===== config.mk =====
export PLATFORM = sky130hd
export DESIGN_NAME = debug_register_allocator_unit
export DESIGN_NICKNAME = d
export VERILOG_FILES = /design/src/drau_pkg.sv /design/src/drau_front.sv /design/src/drau_queue.sv /design/src/drau_back.sv /design/src/debug_register_allocator_unit.sv
export SDC_FILE = /design/constraint.sdc
export NUM_CORES = 1
export LEC_CHECK = 0
export ABC_AREA = 1
export BUFFER_PORTS_ARGS = -buffer_cell sky130_fd_sc_hd__buf_2
export CELL_PAD_IN_SITES_DETAIL_PLACEMENT = 1
export CELL_PAD_IN_SITES_GLOBAL_PLACEMENT = 1
export CORE_MARGIN = 2
export CORE_UTILIZATION = 35
export DETAILED_ROUTE_END_ITERATION = 16
export PLACE_DENSITY_LB_ADDON = 0.1
export SYNTH_ARGS = -nofsm -noshare
export SYNTH_HDL_FRONTEND = slang
export SYNTH_SLANG_ARGS = --single-unit

===== constraint.sdc =====
create_clock -name clk -period 2.8 [get_ports clk]
set_clock_uncertainty 0.1 [all_clocks]
set_input_delay 0.56 -clock clk [delete_from_list [all_inputs] [get_ports clk]]
set_output_delay 0.56 -clock clk [all_outputs]
set_load 0.03 [all_outputs]

===== src/drau_pkg.sv =====
// Shared types and constants for the debug register allocator.
package drau_pkg;

    localparam int MAX_SLOTS = 4;
    localparam int SLOT_W    = 2;
    localparam int WORD_W    = 32;
    localparam int CFG_REGS  = 4;
    localparam int CFG_IDX_W = 2;

    localparam logic [WORD_W-1:0] CFG_RESET [CFG_REGS] = '{
        32'd983043, 32'd15728652, 32'd251658288, 32'd4026531968
    };

    localparam logic [2:0] ACT_ALLOC  = 3'd0;
    localparam logic [2:0] ACT_FREE   = 3'd1;
    localparam logic [2:0] ACT_RAISE  = 3'd2;
    localparam logic [2:0] ACT_LOWER  = 3'd3;
    localparam logic [2:0] ACT_CHANGE = 3'd4;

    typedef enum logic [1:0] {
        KIND_UNUSED = 2'd0,
        KIND_LOCAL  = 2'd1,
        KIND_GLOBAL = 2'd2
    } slot_kind_t;

    typedef enum logic [2:0] {
        OP_FAIL      = 3'd0,
        OP_NAMED     = 3'd1,
        OP_ANY       = 3'd2,
        OP_FREE      = 3'd3,
        OP_RAISE     = 3'd4,
        OP_LOWER     = 3'd5,
        OP_CHG_ALLOC = 3'd6,
        OP_CHG_FREE  = 3'd7
    } cmd_op_t;

    typedef struct packed {
        cmd_op_t                op;
        logic [SLOT_W-1:0]      slot;
        logic                   global_req;
        logic [MAX_SLOTS-1:0]   lanes;
    } cmd_t;

endpackage


===== src/drau_front.sv =====
// Front end: accepts request items and classifies them into slot commands.
module drau_front
    import drau_pkg::*;
#(
    parameter int SLOT_COUNT = 4
)
(
    input  logic                clk,
    input  logic                rst_n,
    input  logic                in_valid,
    output logic                in_ready,
    input  logic [2:0]          action,
    input  logic [2:0]          slot_select,
    input  logic                any_slot,
    input  logic                global_request,
    input  logic [WORD_W-1:0]   use_mask,
    input  logic [WORD_W-1:0]   old_control,
    input  logic [WORD_W-1:0]   new_control,
    output logic                cmd_valid,
    input  logic                cmd_ready,
    output cmd_t                cmd
);

    cmd_t              cmd_reg;
    cmd_t              cmd_next;
    logic              valid_reg;
    logic              valid_next;
    logic [WORD_W-1:0] diff;
    logic              in_range;
    logic              found;

    assign in_ready  = !valid_reg || cmd_ready;
    assign cmd_valid = valid_reg;
    assign cmd       = cmd_reg;
    assign diff      = old_control ^ new_control;
    assign in_range  = int'(slot_select) < SLOT_COUNT;

    always_comb
    begin
        cmd_next = '0;
        cmd_next.op = OP_FAIL;
        found = 1'b0;
        case (action)
            ACT_ALLOC:
            begin
                if (any_slot)
                begin
                    cmd_next.op = OP_ANY;
                    cmd_next.global_req = global_request;
                end
                else if (in_range)
                begin
                    cmd_next.op = OP_NAMED;
                    cmd_next.slot = slot_select[SLOT_W-1:0];
                    cmd_next.global_req = global_request;
                end
            end
            ACT_FREE:
            begin
                if (in_range)
                begin
                    cmd_next.op = OP_FREE;
                    cmd_next.slot = slot_select[SLOT_W-1:0];
                end
            end
            ACT_RAISE, ACT_LOWER:
            begin
                cmd_next.op = (action == ACT_RAISE) ? OP_RAISE : OP_LOWER;
                for (int i = 0; i < SLOT_COUNT; i++)
                begin
                    cmd_next.lanes[i] = use_mask[2*i];
                end
            end
            ACT_CHANGE:
            begin
                // pick the lowest slot whose local-enable bit flipped
                for (int i = 0; i < SLOT_COUNT; i++)
                begin
                    if (!found && diff[2*i])
                    begin
                        found = 1'b1;
                        cmd_next.slot = SLOT_W'(i);
                        cmd_next.op = new_control[2*i] ? OP_CHG_ALLOC : OP_CHG_FREE;
                    end
                end
            end
            default:
            begin
                cmd_next.op = OP_FAIL;
            end
        endcase
    end

    always_comb
    begin
        valid_next = valid_reg;
        if (cmd_ready)
        begin
            valid_next = 1'b0;
        end
        if (in_valid && in_ready)
        begin
            valid_next = 1'b1;
        end
    end

    always_ff @(posedge clk or negedge rst_n)
    begin
        if (!rst_n)
        begin
            valid_reg <= 1'b0;
        end
        else
        begin
            valid_reg <= valid_next;
        end
    end

    always_ff @(posedge clk)
    begin
        if (in_valid && in_ready)
        begin
            cmd_reg <= cmd_next;
        end
    end

endmodule


===== src/drau_queue.sv =====
// Two-entry command queue between the front end and the slot sequencer.
module drau_queue
    import drau_pkg::*;
(
    input  logic clk,
    input  logic rst_n,
    input  logic in_valid,
    output logic in_ready,
    input  cmd_t in_cmd,
    output logic out_valid,
    input  logic out_ready,
    output cmd_t out_cmd
);

    localparam int DEPTH = 2;
    localparam int PTR_W = $clog2(DEPTH);
    localparam int CNT_W = $clog2(DEPTH + 1);

    cmd_t             mem [DEPTH];
    logic [PTR_W-1:0] wr_ptr_reg;
    logic [PTR_W-1:0] wr_ptr_next;
    logic [PTR_W-1:0] rd_ptr_reg;
    logic [PTR_W-1:0] rd_ptr_next;
    logic [CNT_W-1:0] count_reg;
    logic [CNT_W-1:0] count_next;
    logic             push;
    logic             pop;

    assign in_ready  = count_reg != CNT_W'(DEPTH);
    assign out_valid = count_reg != '0;
    assign out_cmd   = mem[rd_ptr_reg];
    assign push      = in_valid && in_ready;
    assign pop       = out_valid && out_ready;

    always_comb
    begin
        wr_ptr_next = push ? PTR_W'(wr_ptr_reg + 1'b1) : wr_ptr_reg;
        rd_ptr_next = pop ? PTR_W'(rd_ptr_reg + 1'b1) : rd_ptr_reg;
        count_next  = count_reg;
        if (push && !pop)
        begin
            count_next = CNT_W'(count_reg + 1'b1);
        end
        else if (pop && !push)
        begin
            count_next = CNT_W'(count_reg - 1'b1);
        end
    end

    always_ff @(posedge clk or negedge rst_n)
    begin
        if (!rst_n)
        begin
            wr_ptr_reg <= '0;
            rd_ptr_reg <= '0;
            count_reg  <= '0;
        end
        else
        begin
            wr_ptr_reg <= wr_ptr_next;
            rd_ptr_reg <= rd_ptr_next;
            count_reg  <= count_next;
        end
    end

    always_ff @(posedge clk)
    begin
        if (push)
        begin
            mem[wr_ptr_reg] <= in_cmd;
        end
    end

endmodule


===== src/drau_back.sv =====
// Back end: slot state, control-bit registers and the command sequencer.
module drau_back
    import drau_pkg::*;
#(
    parameter int SLOT_COUNT = 4,
    parameter int COUNT_BITS = 16
)
(
    input  logic                 clk,
    input  logic                 rst_n,
    input  logic                 cfg_write,
    input  logic [CFG_IDX_W-1:0] cfg_index,
    input  logic [WORD_W-1:0]    cfg_data,
    input  logic                 q_valid,
    output logic                 q_ready,
    input  cmd_t                 q_cmd,
    output logic                 res_valid,
    input  logic                 res_ready,
    output logic                 res_success,
    output logic [SLOT_W-1:0]    res_slot,
    output logic [WORD_W-1:0]    res_gmask
);

    typedef enum logic [2:0] {
        ST_IDLE = 3'b001,
        ST_EXEC = 3'b010,
        ST_SCAN = 3'b100
    } state_t;

    state_t                 state_reg;
    state_t                 state_next;
    cmd_t                   cmd_reg;
    cmd_t                   cmd_next;
    logic [SLOT_W-1:0]      scan_reg;
    logic [SLOT_W-1:0]      scan_next;
    slot_kind_t             kind_reg  [SLOT_COUNT];
    slot_kind_t             kind_next [SLOT_COUNT];
    logic [COUNT_BITS-1:0]  count_reg  [SLOT_COUNT];
    logic [COUNT_BITS-1:0]  count_next [SLOT_COUNT];
    logic [WORD_W-1:0]      gmask_reg;
    logic [WORD_W-1:0]      gmask_next;
    logic [WORD_W-1:0]      bits_reg [CFG_REGS];
    logic                   out_valid_reg;
    logic                   out_success_reg;
    logic [SLOT_W-1:0]      out_slot_reg;
    logic [WORD_W-1:0]      out_gmask_reg;
    logic                   finish;
    logic                   fin_ok;
    logic [SLOT_W-1:0]      fin_slot;
    logic                   slot_ok;
    logic                   hit;
    logic                   scan_last;

    function automatic logic [COUNT_BITS-1:0] count_inc(input logic [COUNT_BITS-1:0] c);
        return (c == '1) ? c : COUNT_BITS'(c + 1'b1);
    endfunction

    assign q_ready     = (state_reg == ST_IDLE) && !out_valid_reg;
    assign res_valid   = out_valid_reg;
    assign res_success = out_success_reg;
    assign res_slot    = out_slot_reg;
    assign res_gmask   = out_gmask_reg;
    assign scan_last   = cmd_reg.global_req ? (scan_reg == '0)
                                            : (scan_reg == SLOT_W'(SLOT_COUNT - 1));

    always_comb
    begin
        state_next = state_reg;
        cmd_next   = cmd_reg;
        scan_next  = scan_reg;
        kind_next  = kind_reg;
        count_next = count_reg;
        gmask_next = gmask_reg;
        finish     = 1'b0;
        fin_ok     = 1'b0;
        fin_slot   = '0;
        slot_ok    = 1'b0;
        hit        = 1'b0;
        case (state_reg)
            ST_IDLE:
            begin
                if (q_valid && q_ready)
                begin
                    cmd_next   = q_cmd;
                    state_next = (q_cmd.op == OP_ANY) ? ST_SCAN : ST_EXEC;
                    // local scans upward, global scans downward
                    scan_next  = q_cmd.global_req ? SLOT_W'(SLOT_COUNT - 1) : '0;
                end
            end
            ST_EXEC:
            begin
                for (int i = 0; i < SLOT_COUNT; i++)
                begin
                    hit = cmd_reg.slot == SLOT_W'(i);
                    case (cmd_reg.op)
                        OP_NAMED, OP_CHG_ALLOC:
                        begin
                            if (hit)
                            begin
                                if (cmd_reg.global_req && kind_reg[i] == KIND_UNUSED)
                                begin
                                    kind_next[i] = KIND_GLOBAL;
                                    gmask_next   = gmask_next | bits_reg[i];
                                    slot_ok      = 1'b1;
                                end
                                else if (kind_reg[i] != KIND_GLOBAL)
                                begin
                                    count_next[i] = count_inc(count_reg[i]);
                                    kind_next[i]  = KIND_LOCAL;
                                    slot_ok       = 1'b1;
                                end
                            end
                        end
                        OP_FREE, OP_CHG_FREE:
                        begin
                            if (hit && kind_reg[i] != KIND_UNUSED)
                            begin
                                slot_ok = 1'b1;
                                if (kind_reg[i] == KIND_LOCAL)
                                begin
                                    if (count_reg[i] != '0)
                                    begin
                                        count_next[i] = COUNT_BITS'(count_reg[i] - 1'b1);
                                        if (count_reg[i] == COUNT_BITS'(1))
                                        begin
                                            kind_next[i] = KIND_UNUSED;
                                        end
                                    end
                                end
                                else
                                begin
                                    kind_next[i]  = KIND_UNUSED;
                                    count_next[i] = '0;
                                    gmask_next    = gmask_next & ~bits_reg[i];
                                end
                            end
                        end
                        OP_RAISE:
                        begin
                            if (cmd_reg.lanes[i])
                            begin
                                count_next[i] = count_inc(count_reg[i]);
                            end
                        end
                        OP_LOWER:
                        begin
                            // saturate at zero; dropping to zero releases the slot
                            if (cmd_reg.lanes[i] && count_reg[i] != '0)
                            begin
                                count_next[i] = COUNT_BITS'(count_reg[i] - 1'b1);
                                if (count_reg[i] == COUNT_BITS'(1))
                                begin
                                    kind_next[i] = KIND_UNUSED;
                                end
                            end
                        end
                        default:
                        begin
                            hit = 1'b0;
                        end
                    endcase
                end
                case (cmd_reg.op)
                    OP_NAMED:
                    begin
                        fin_ok   = slot_ok;
                        fin_slot = slot_ok ? cmd_reg.slot : '0;
                    end
                    OP_CHG_ALLOC:
                    begin
                        fin_ok   = 1'b1;
                        fin_slot = slot_ok ? cmd_reg.slot : '0;
                    end
                    OP_FREE:
                    begin
                        fin_ok = slot_ok;
                    end
                    OP_CHG_FREE, OP_RAISE, OP_LOWER:
                    begin
                        fin_ok = 1'b1;
                    end
                    default:
                    begin
                        fin_ok = 1'b0;
                    end
                endcase
                finish     = 1'b1;
                state_next = ST_IDLE;
            end
            ST_SCAN:
            begin
                for (int i = 0; i < SLOT_COUNT; i++)
                begin
                    if (scan_reg == SLOT_W'(i))
                    begin
                        if (cmd_reg.global_req)
                        begin
                            if (kind_reg[i] == KIND_UNUSED)
                            begin
                                kind_next[i] = KIND_GLOBAL;
                                gmask_next   = gmask_reg | bits_reg[i];
                                slot_ok      = 1'b1;
                            end
                        end
                        else if (kind_reg[i] == KIND_LOCAL)
                        begin
                            count_next[i] = count_inc(count_reg[i]);
                            slot_ok       = 1'b1;
                        end
                        else if (kind_reg[i] == KIND_UNUSED)
                        begin
                            kind_next[i]  = KIND_LOCAL;
                            count_next[i] = COUNT_BITS'(1);
                            slot_ok       = 1'b1;
                        end
                    end
                end
                if (slot_ok || scan_last)
                begin
                    finish     = 1'b1;
                    fin_ok     = slot_ok;
                    fin_slot   = slot_ok ? scan_reg : '0;
                    state_next = ST_IDLE;
                end
                else
                begin
                    scan_next = cmd_reg.global_req ? SLOT_W'(scan_reg - 1'b1)
                                                   : SLOT_W'(scan_reg + 1'b1);
                end
            end
            default:
            begin
                state_next = ST_IDLE;
            end
        endcase
    end

    always_ff @(posedge clk or negedge rst_n)
    begin
        if (!rst_n)
        begin
            state_reg     <= ST_IDLE;
            out_valid_reg <= 1'b0;
            gmask_reg     <= '0;
            for (int i = 0; i < SLOT_COUNT; i++)
            begin
                kind_reg[i]  <= KIND_UNUSED;
                count_reg[i] <= '0;
            end
            for (int j = 0; j < CFG_REGS; j++)
            begin
                bits_reg[j] <= CFG_RESET[j];
            end
        end
        else
        begin
            state_reg <= state_next;
            kind_reg  <= kind_next;
            count_reg <= count_next;
            gmask_reg <= gmask_next;
            if (finish)
            begin
                out_valid_reg <= 1'b1;
            end
            else if (res_ready)
            begin
                out_valid_reg <= 1'b0;
            end
            if (cfg_write)
            begin
                bits_reg[cfg_index] <= cfg_data;
            end
        end
    end

    always_ff @(posedge clk)
    begin
        cmd_reg  <= cmd_next;
        scan_reg <= scan_next;
        if (finish)
        begin
            out_success_reg <= fin_ok;
            out_slot_reg    <= fin_slot;
            out_gmask_reg   <= gmask_next;
        end
    end

    assert property (@(posedge clk) disable iff (!rst_n) finish |-> !out_valid_reg)
        else $error("result written over a waiting item");

    assert property (@(posedge clk) disable iff (!rst_n)
        out_valid_reg && !out_success_reg |-> out_slot_reg == '0)
        else $error("failed request reports a granted slot");

    assert property (@(posedge clk) disable iff (!rst_n)
        $rose(out_valid_reg) |-> $past(state_reg) != ST_IDLE)
        else $error("result raised without a command in progress");

    for (genvar g = 0; g < SLOT_COUNT; g++)
    begin : g_chk
        assert property (@(posedge clk) disable iff (!rst_n)
            kind_reg[g] == KIND_LOCAL |-> count_reg[g] != '0)
            else $error("local slot holds a zero reference count");
    end

endmodule


===== src/debug_register_allocator_unit.sv =====
// Top level of the debug register allocator: port packing and unit hookup.
//
// Request items enter on the s_* stream: tuser carries the action code and
// tdata the slot number, flags, count mask and the two control words.
// Each request yields one result item on the m_* stream with the success
// flag, the granted slot and the global control mask after the request.
// The cfg_* channel writes the four per-slot control-bit registers; it is
// always ready, and the user must write it only while no request is in
// flight, which the block itself does not enforce. A front stage classifies
// each item into a slot command and pushes it into a two-entry queue; the
// slot sequencer pops one command at a time. Named, free, count and
// control-change requests run in a single execute state; an any-slot
// allocation instead scans, checking one slot per cycle and up to SLOT_COUNT
// slots until one fits. The sequencer pops a new command only after the last
// one is done and its result has been taken; the front and queue keep
// taking items meanwhile.
// Reset clears all slots to unused, counts and the global mask to zero,
// and loads the control-bit registers with their defaults. A stalled
// result holds in the output register; the front and queue keep taking
// up to three more items before s_tready drops.
module debug_register_allocator_unit
    import drau_pkg::*;
#(
    parameter int SLOT_COUNT = 4,
    parameter int COUNT_BITS = 16
)
(
    input  logic                 clk,
    input  logic                 rst_n,
    input  logic                 s_tvalid,
    output logic                 s_tready,
    // [2:0] slot_select, [3] any_slot, [4] global_request, [36:5] use_mask,
    // [68:37] old_control, [100:69] new_control, [103:101] zero
    input  logic [103:0]         s_tdata,
    // [2:0] action
    input  logic [2:0]           s_tuser,
    output logic                 m_tvalid,
    input  logic                 m_tready,
    // [0] success, [2:1] slot_granted, [34:3] global_mask, [39:35] zero
    output logic [39:0]          m_tdata,
    input  logic                 cfg_valid,
    output logic                 cfg_ready,
    input  logic [CFG_IDX_W-1:0] cfg_index,
    input  logic [WORD_W-1:0]    cfg_data
);

    logic              f_valid;
    logic              f_ready;
    cmd_t              f_cmd;
    logic              q_valid;
    logic              q_ready;
    cmd_t              q_cmd;
    logic              res_success;
    logic [SLOT_W-1:0] res_slot;
    logic [WORD_W-1:0] res_gmask;

    assign cfg_ready = 1'b1;
    assign m_tdata   = {5'd0, res_gmask, res_slot, res_success};

    drau_front #(
        .SLOT_COUNT (SLOT_COUNT)
    ) u_front (
        .clk            (clk),
        .rst_n          (rst_n),
        .in_valid       (s_tvalid),
        .in_ready       (s_tready),
        .action         (s_tuser),
        .slot_select    (s_tdata[2:0]),
        .any_slot       (s_tdata[3]),
        .global_request (s_tdata[4]),
        .use_mask       (s_tdata[36:5]),
        .old_control    (s_tdata[68:37]),
        .new_control    (s_tdata[100:69]),
        .cmd_valid      (f_valid),
        .cmd_ready      (f_ready),
        .cmd            (f_cmd)
    );

    drau_queue u_queue (
        .clk       (clk),
        .rst_n     (rst_n),
        .in_valid  (f_valid),
        .in_ready  (f_ready),
        .in_cmd    (f_cmd),
        .out_valid (q_valid),
        .out_ready (q_ready),
        .out_cmd   (q_cmd)
    );

    drau_back #(
        .SLOT_COUNT (SLOT_COUNT),
        .COUNT_BITS (COUNT_BITS)
    ) u_back (
        .clk         (clk),
        .rst_n       (rst_n),
        .cfg_write   (cfg_valid && cfg_ready),
        .cfg_index   (cfg_index),
        .cfg_data    (cfg_data),
        .q_valid     (q_valid),
        .q_ready     (q_ready),
        .q_cmd       (q_cmd),
        .res_valid   (m_tvalid),
        .res_ready   (m_tready),
        .res_success (res_success),
        .res_slot    (res_slot),
        .res_gmask   (res_gmask)
    );

endmodule

==> reports/results.ini <==
[run_status]
outcome=finished, final reports clean

[floorplanning]
die_y_microns=246.5
start_util=0.3554
ios=189
core_area_sq_mm=0.05792
rows=88
dieArea_sq_mm=0.06077
die_width_microns=246.5

[grt]
overflow=0
grt_pass1_vias=21870
antenna_found_initial=2
grt_first_pass_wirelength_microns=118100
grt_start_max_net_pins=73
gr-usage-met3=0.03279
grtUsageTotal=0.2443
met1_usage=0.3103
top_usage_layer=met2
globalRouteMet2Util=0.4295

[pwr]
p_sw_mw=10.96
p_sw_frac=0.4641
pwr-share-comb=0.448
internal_power_mw=12.66
pwr-share-clk=0.230
power_mw=23.62
leakage_nw=11.34
vdd_drop_max_v=0.0005413
p_per_area_mw_per_mm2=1005
p_seq_frac=0.321

[critical_path]
critPathKind=flip-flop to flip-flop
start_kind=flip-flop
crit_fanout=11
cp-end-kind=flip-flop
arrival_ns=3.00
cp_data_required_time_ns=3.22

[layout]
fill_cells=7551
drive_gt1_frac=0.09646
layout_common_cells=1034 x nand2_1, 360 x inv_1, 320 x nor2_1
largest_register_ffs=128
synthToLayoutAreaGrowth_pct=14.14
nets=3297
fin_util=0.4057
layout_commonest_cell=nand2_1

[clock_network]
path_clk_slew_ns=0.06
insertion_delay_ns=0.59
cts_tree=done
cts_buffer_depth=3
cts_buffers=41
numClockSinks=318
htreeDepth=2
cts_root_buf=clkbuf_16

[run]
cap_viol_max_count=0

[routing]
avgViaCountPerCell=5.195
wl_per_cell_microns=18.69
via_count=20410
drc_errors=0
drt-initial-drc-count=1103
drt_pre_antenna_iters=5
drt_wl_total_microns=73430
drtAntennaViolNets=0

[sta]
rsz0062_at_grt=yes
min_period_ns=2.580
finalMaxSlewViolations=0
fmax_mhz=387.6
hold_viol=0
setup_tns_ns=0
period_share=0.9215
setup_viol=0
slew_headroom=0.5201
tightest_slew_ns=0.7191

[synthesis]
ys_warn_count=0
synth-seq-area-share=0.4068
synthTopCellsByArea=dfrtp_1 26%, nand2_1 19%, edfxtp_1 11%
syn-cell-area_sq_mm=0.02058
yosys.area.top_type=dfrtp_1
syn_area_per_cell_sq_um=6.729
synth_seq_cells=318
netlist.area_leader.share=0.2638
synth_cells=3059
synth.distinct_cells=44

[place]
place_hpwl_microns=49690
gp_congestion=0.8614
placement.io_buffers=95

[min_path]
min_path_type=input port to flip-flop

==> kinds of logic (layout without fill, tap and decap cells) <==
family          count (synthesis)  in the layout  synth area share
compound gates                526            526            0.1400
xor+xnor                       48             48           0.02042
fa+ha+maj                      22             22           0.01337
buf+inv                       519            617            0.1008
flops                         318            318            0.4068
other cells                     2              7         0.0003648
simple gates                 1624           1625            0.3183
==> layout make-up <==
class	count	area [sq um]	area share
Sequential cell	318	8373	0.3564
Tap cell	765	957.2	0.04074
Clock inverter	19	209.0	0.008893
Antenna cell	1	2.502	0.0001065
Timing Repair Buffer	166	1184	0.05038
Clock buffer	57	1157	0.04926
Multi-Input combinational cell	2227	10210	0.4344
Inverter	375	1408	0.05991
==> cells in the mapped netlist (all sizes together) <==
cell     count
buf         77
clkinv       1
o211ai      10
nor3        13
clkbuf      67
nor3b        1
dfstp       24
a21oi       83
a221oi      20
a21o         1
o21bai       1
nor2       341
o21a         1
a41oi        2
o21ai      323
and2         1
nand3b       3
inv        374
o2111ai      2
xor2        38
edfxtp      77
conb         2
o31ai        3
dfrtp      217
or2          6
xnor2       10
nand4       43
o22ai       62
ha          22
a22oi        8
a31oi        9
a21boi       1
nand2     1040
nand3      176
==> repair_timing <==
item                       CTS  global route
gates cloned                 0             1
hold buffers                 1             0
setup endpoints to repair    2            10
pin swaps                    0             1
hold endpoints to repair    45             0
buffers inserted             0             0
resized for setup            1             0
==> worst paths after layout <==
check,slack (ns),end,cells after the start,startpoint
hold / removal,0.05,u_back.res_valid,2,m_tready
setup / recovery,0.22,u_back.count_reg[50],11,u_back.count_reg[48]
setup reg to reg,0.22,u_back.count_reg[50],11,u_back.count_reg[48]
max in group asynchronous,1.29,u_back.bits_reg[112],3,rst_n
min in group asynchronous,0.40,u_back.count_reg[23],2,rst_n
hold reg to reg,0.35,u_queue.mem[1][5],0,u_front.cmd[5]
==> critical path, cell delays in order (launching register included) <==
cell     delay, ns
dfrtp_1       0.49
inv_1         0.20
ha_1          0.24
nand3_1       0.08
nor2_1        0.07
nand2_1       0.08
nand2_1       0.05
nand2_1       0.10
nand3_1       0.22
nor2_2        0.64
nand2_1       0.14
nand2_1       0.09
==> metrics by stage <==
step	hold slack, ns	setup WS [ns]	area, sq um	std cells
after floorplan	0.1644	0.5588	20600	3063
after global placement	0.3298	0.06678	22110	3849
after detailed placement	0.3417	0.004156	22110	3849
after CTS	0.02847	0.1953	23490	3926
after global routing	0.05972	-0.001402	23490	3927
final	0.05393	0.2199	23500	3928
==> metal layers <==
| metal | vias up | part of all wire |
|---|---|---|
| met5 | - | 0.00022 |
| met4 | 2 | 0.026 |
| met3 | 123 | 0.034 |
| met2 | 333 | 0.49 |
| met1 | 10010 | 0.45 |
| li1 | 9938 | - |
==> power by group through the flow <==
| stage | sequential, mW | clock, mW | combinational [mW] |
|---|---|---|---|
| 2_1_floorplan | 7.23 | 0 | 7.27 |
| 3_3_place_gp | 7.59 | 0 | 10.2 |
| 3_5_place_dp | 7.65 | 0 | 10.6 |
| 4_1_cts | 7.58 | 5.59 | 10.6 |
| 5_1_grt | 7.80 | 5.78 | 12.0 |
| 6_report | 7.59 | 5.44 | 10.6 |
Power figures use the tool's default switching activity.
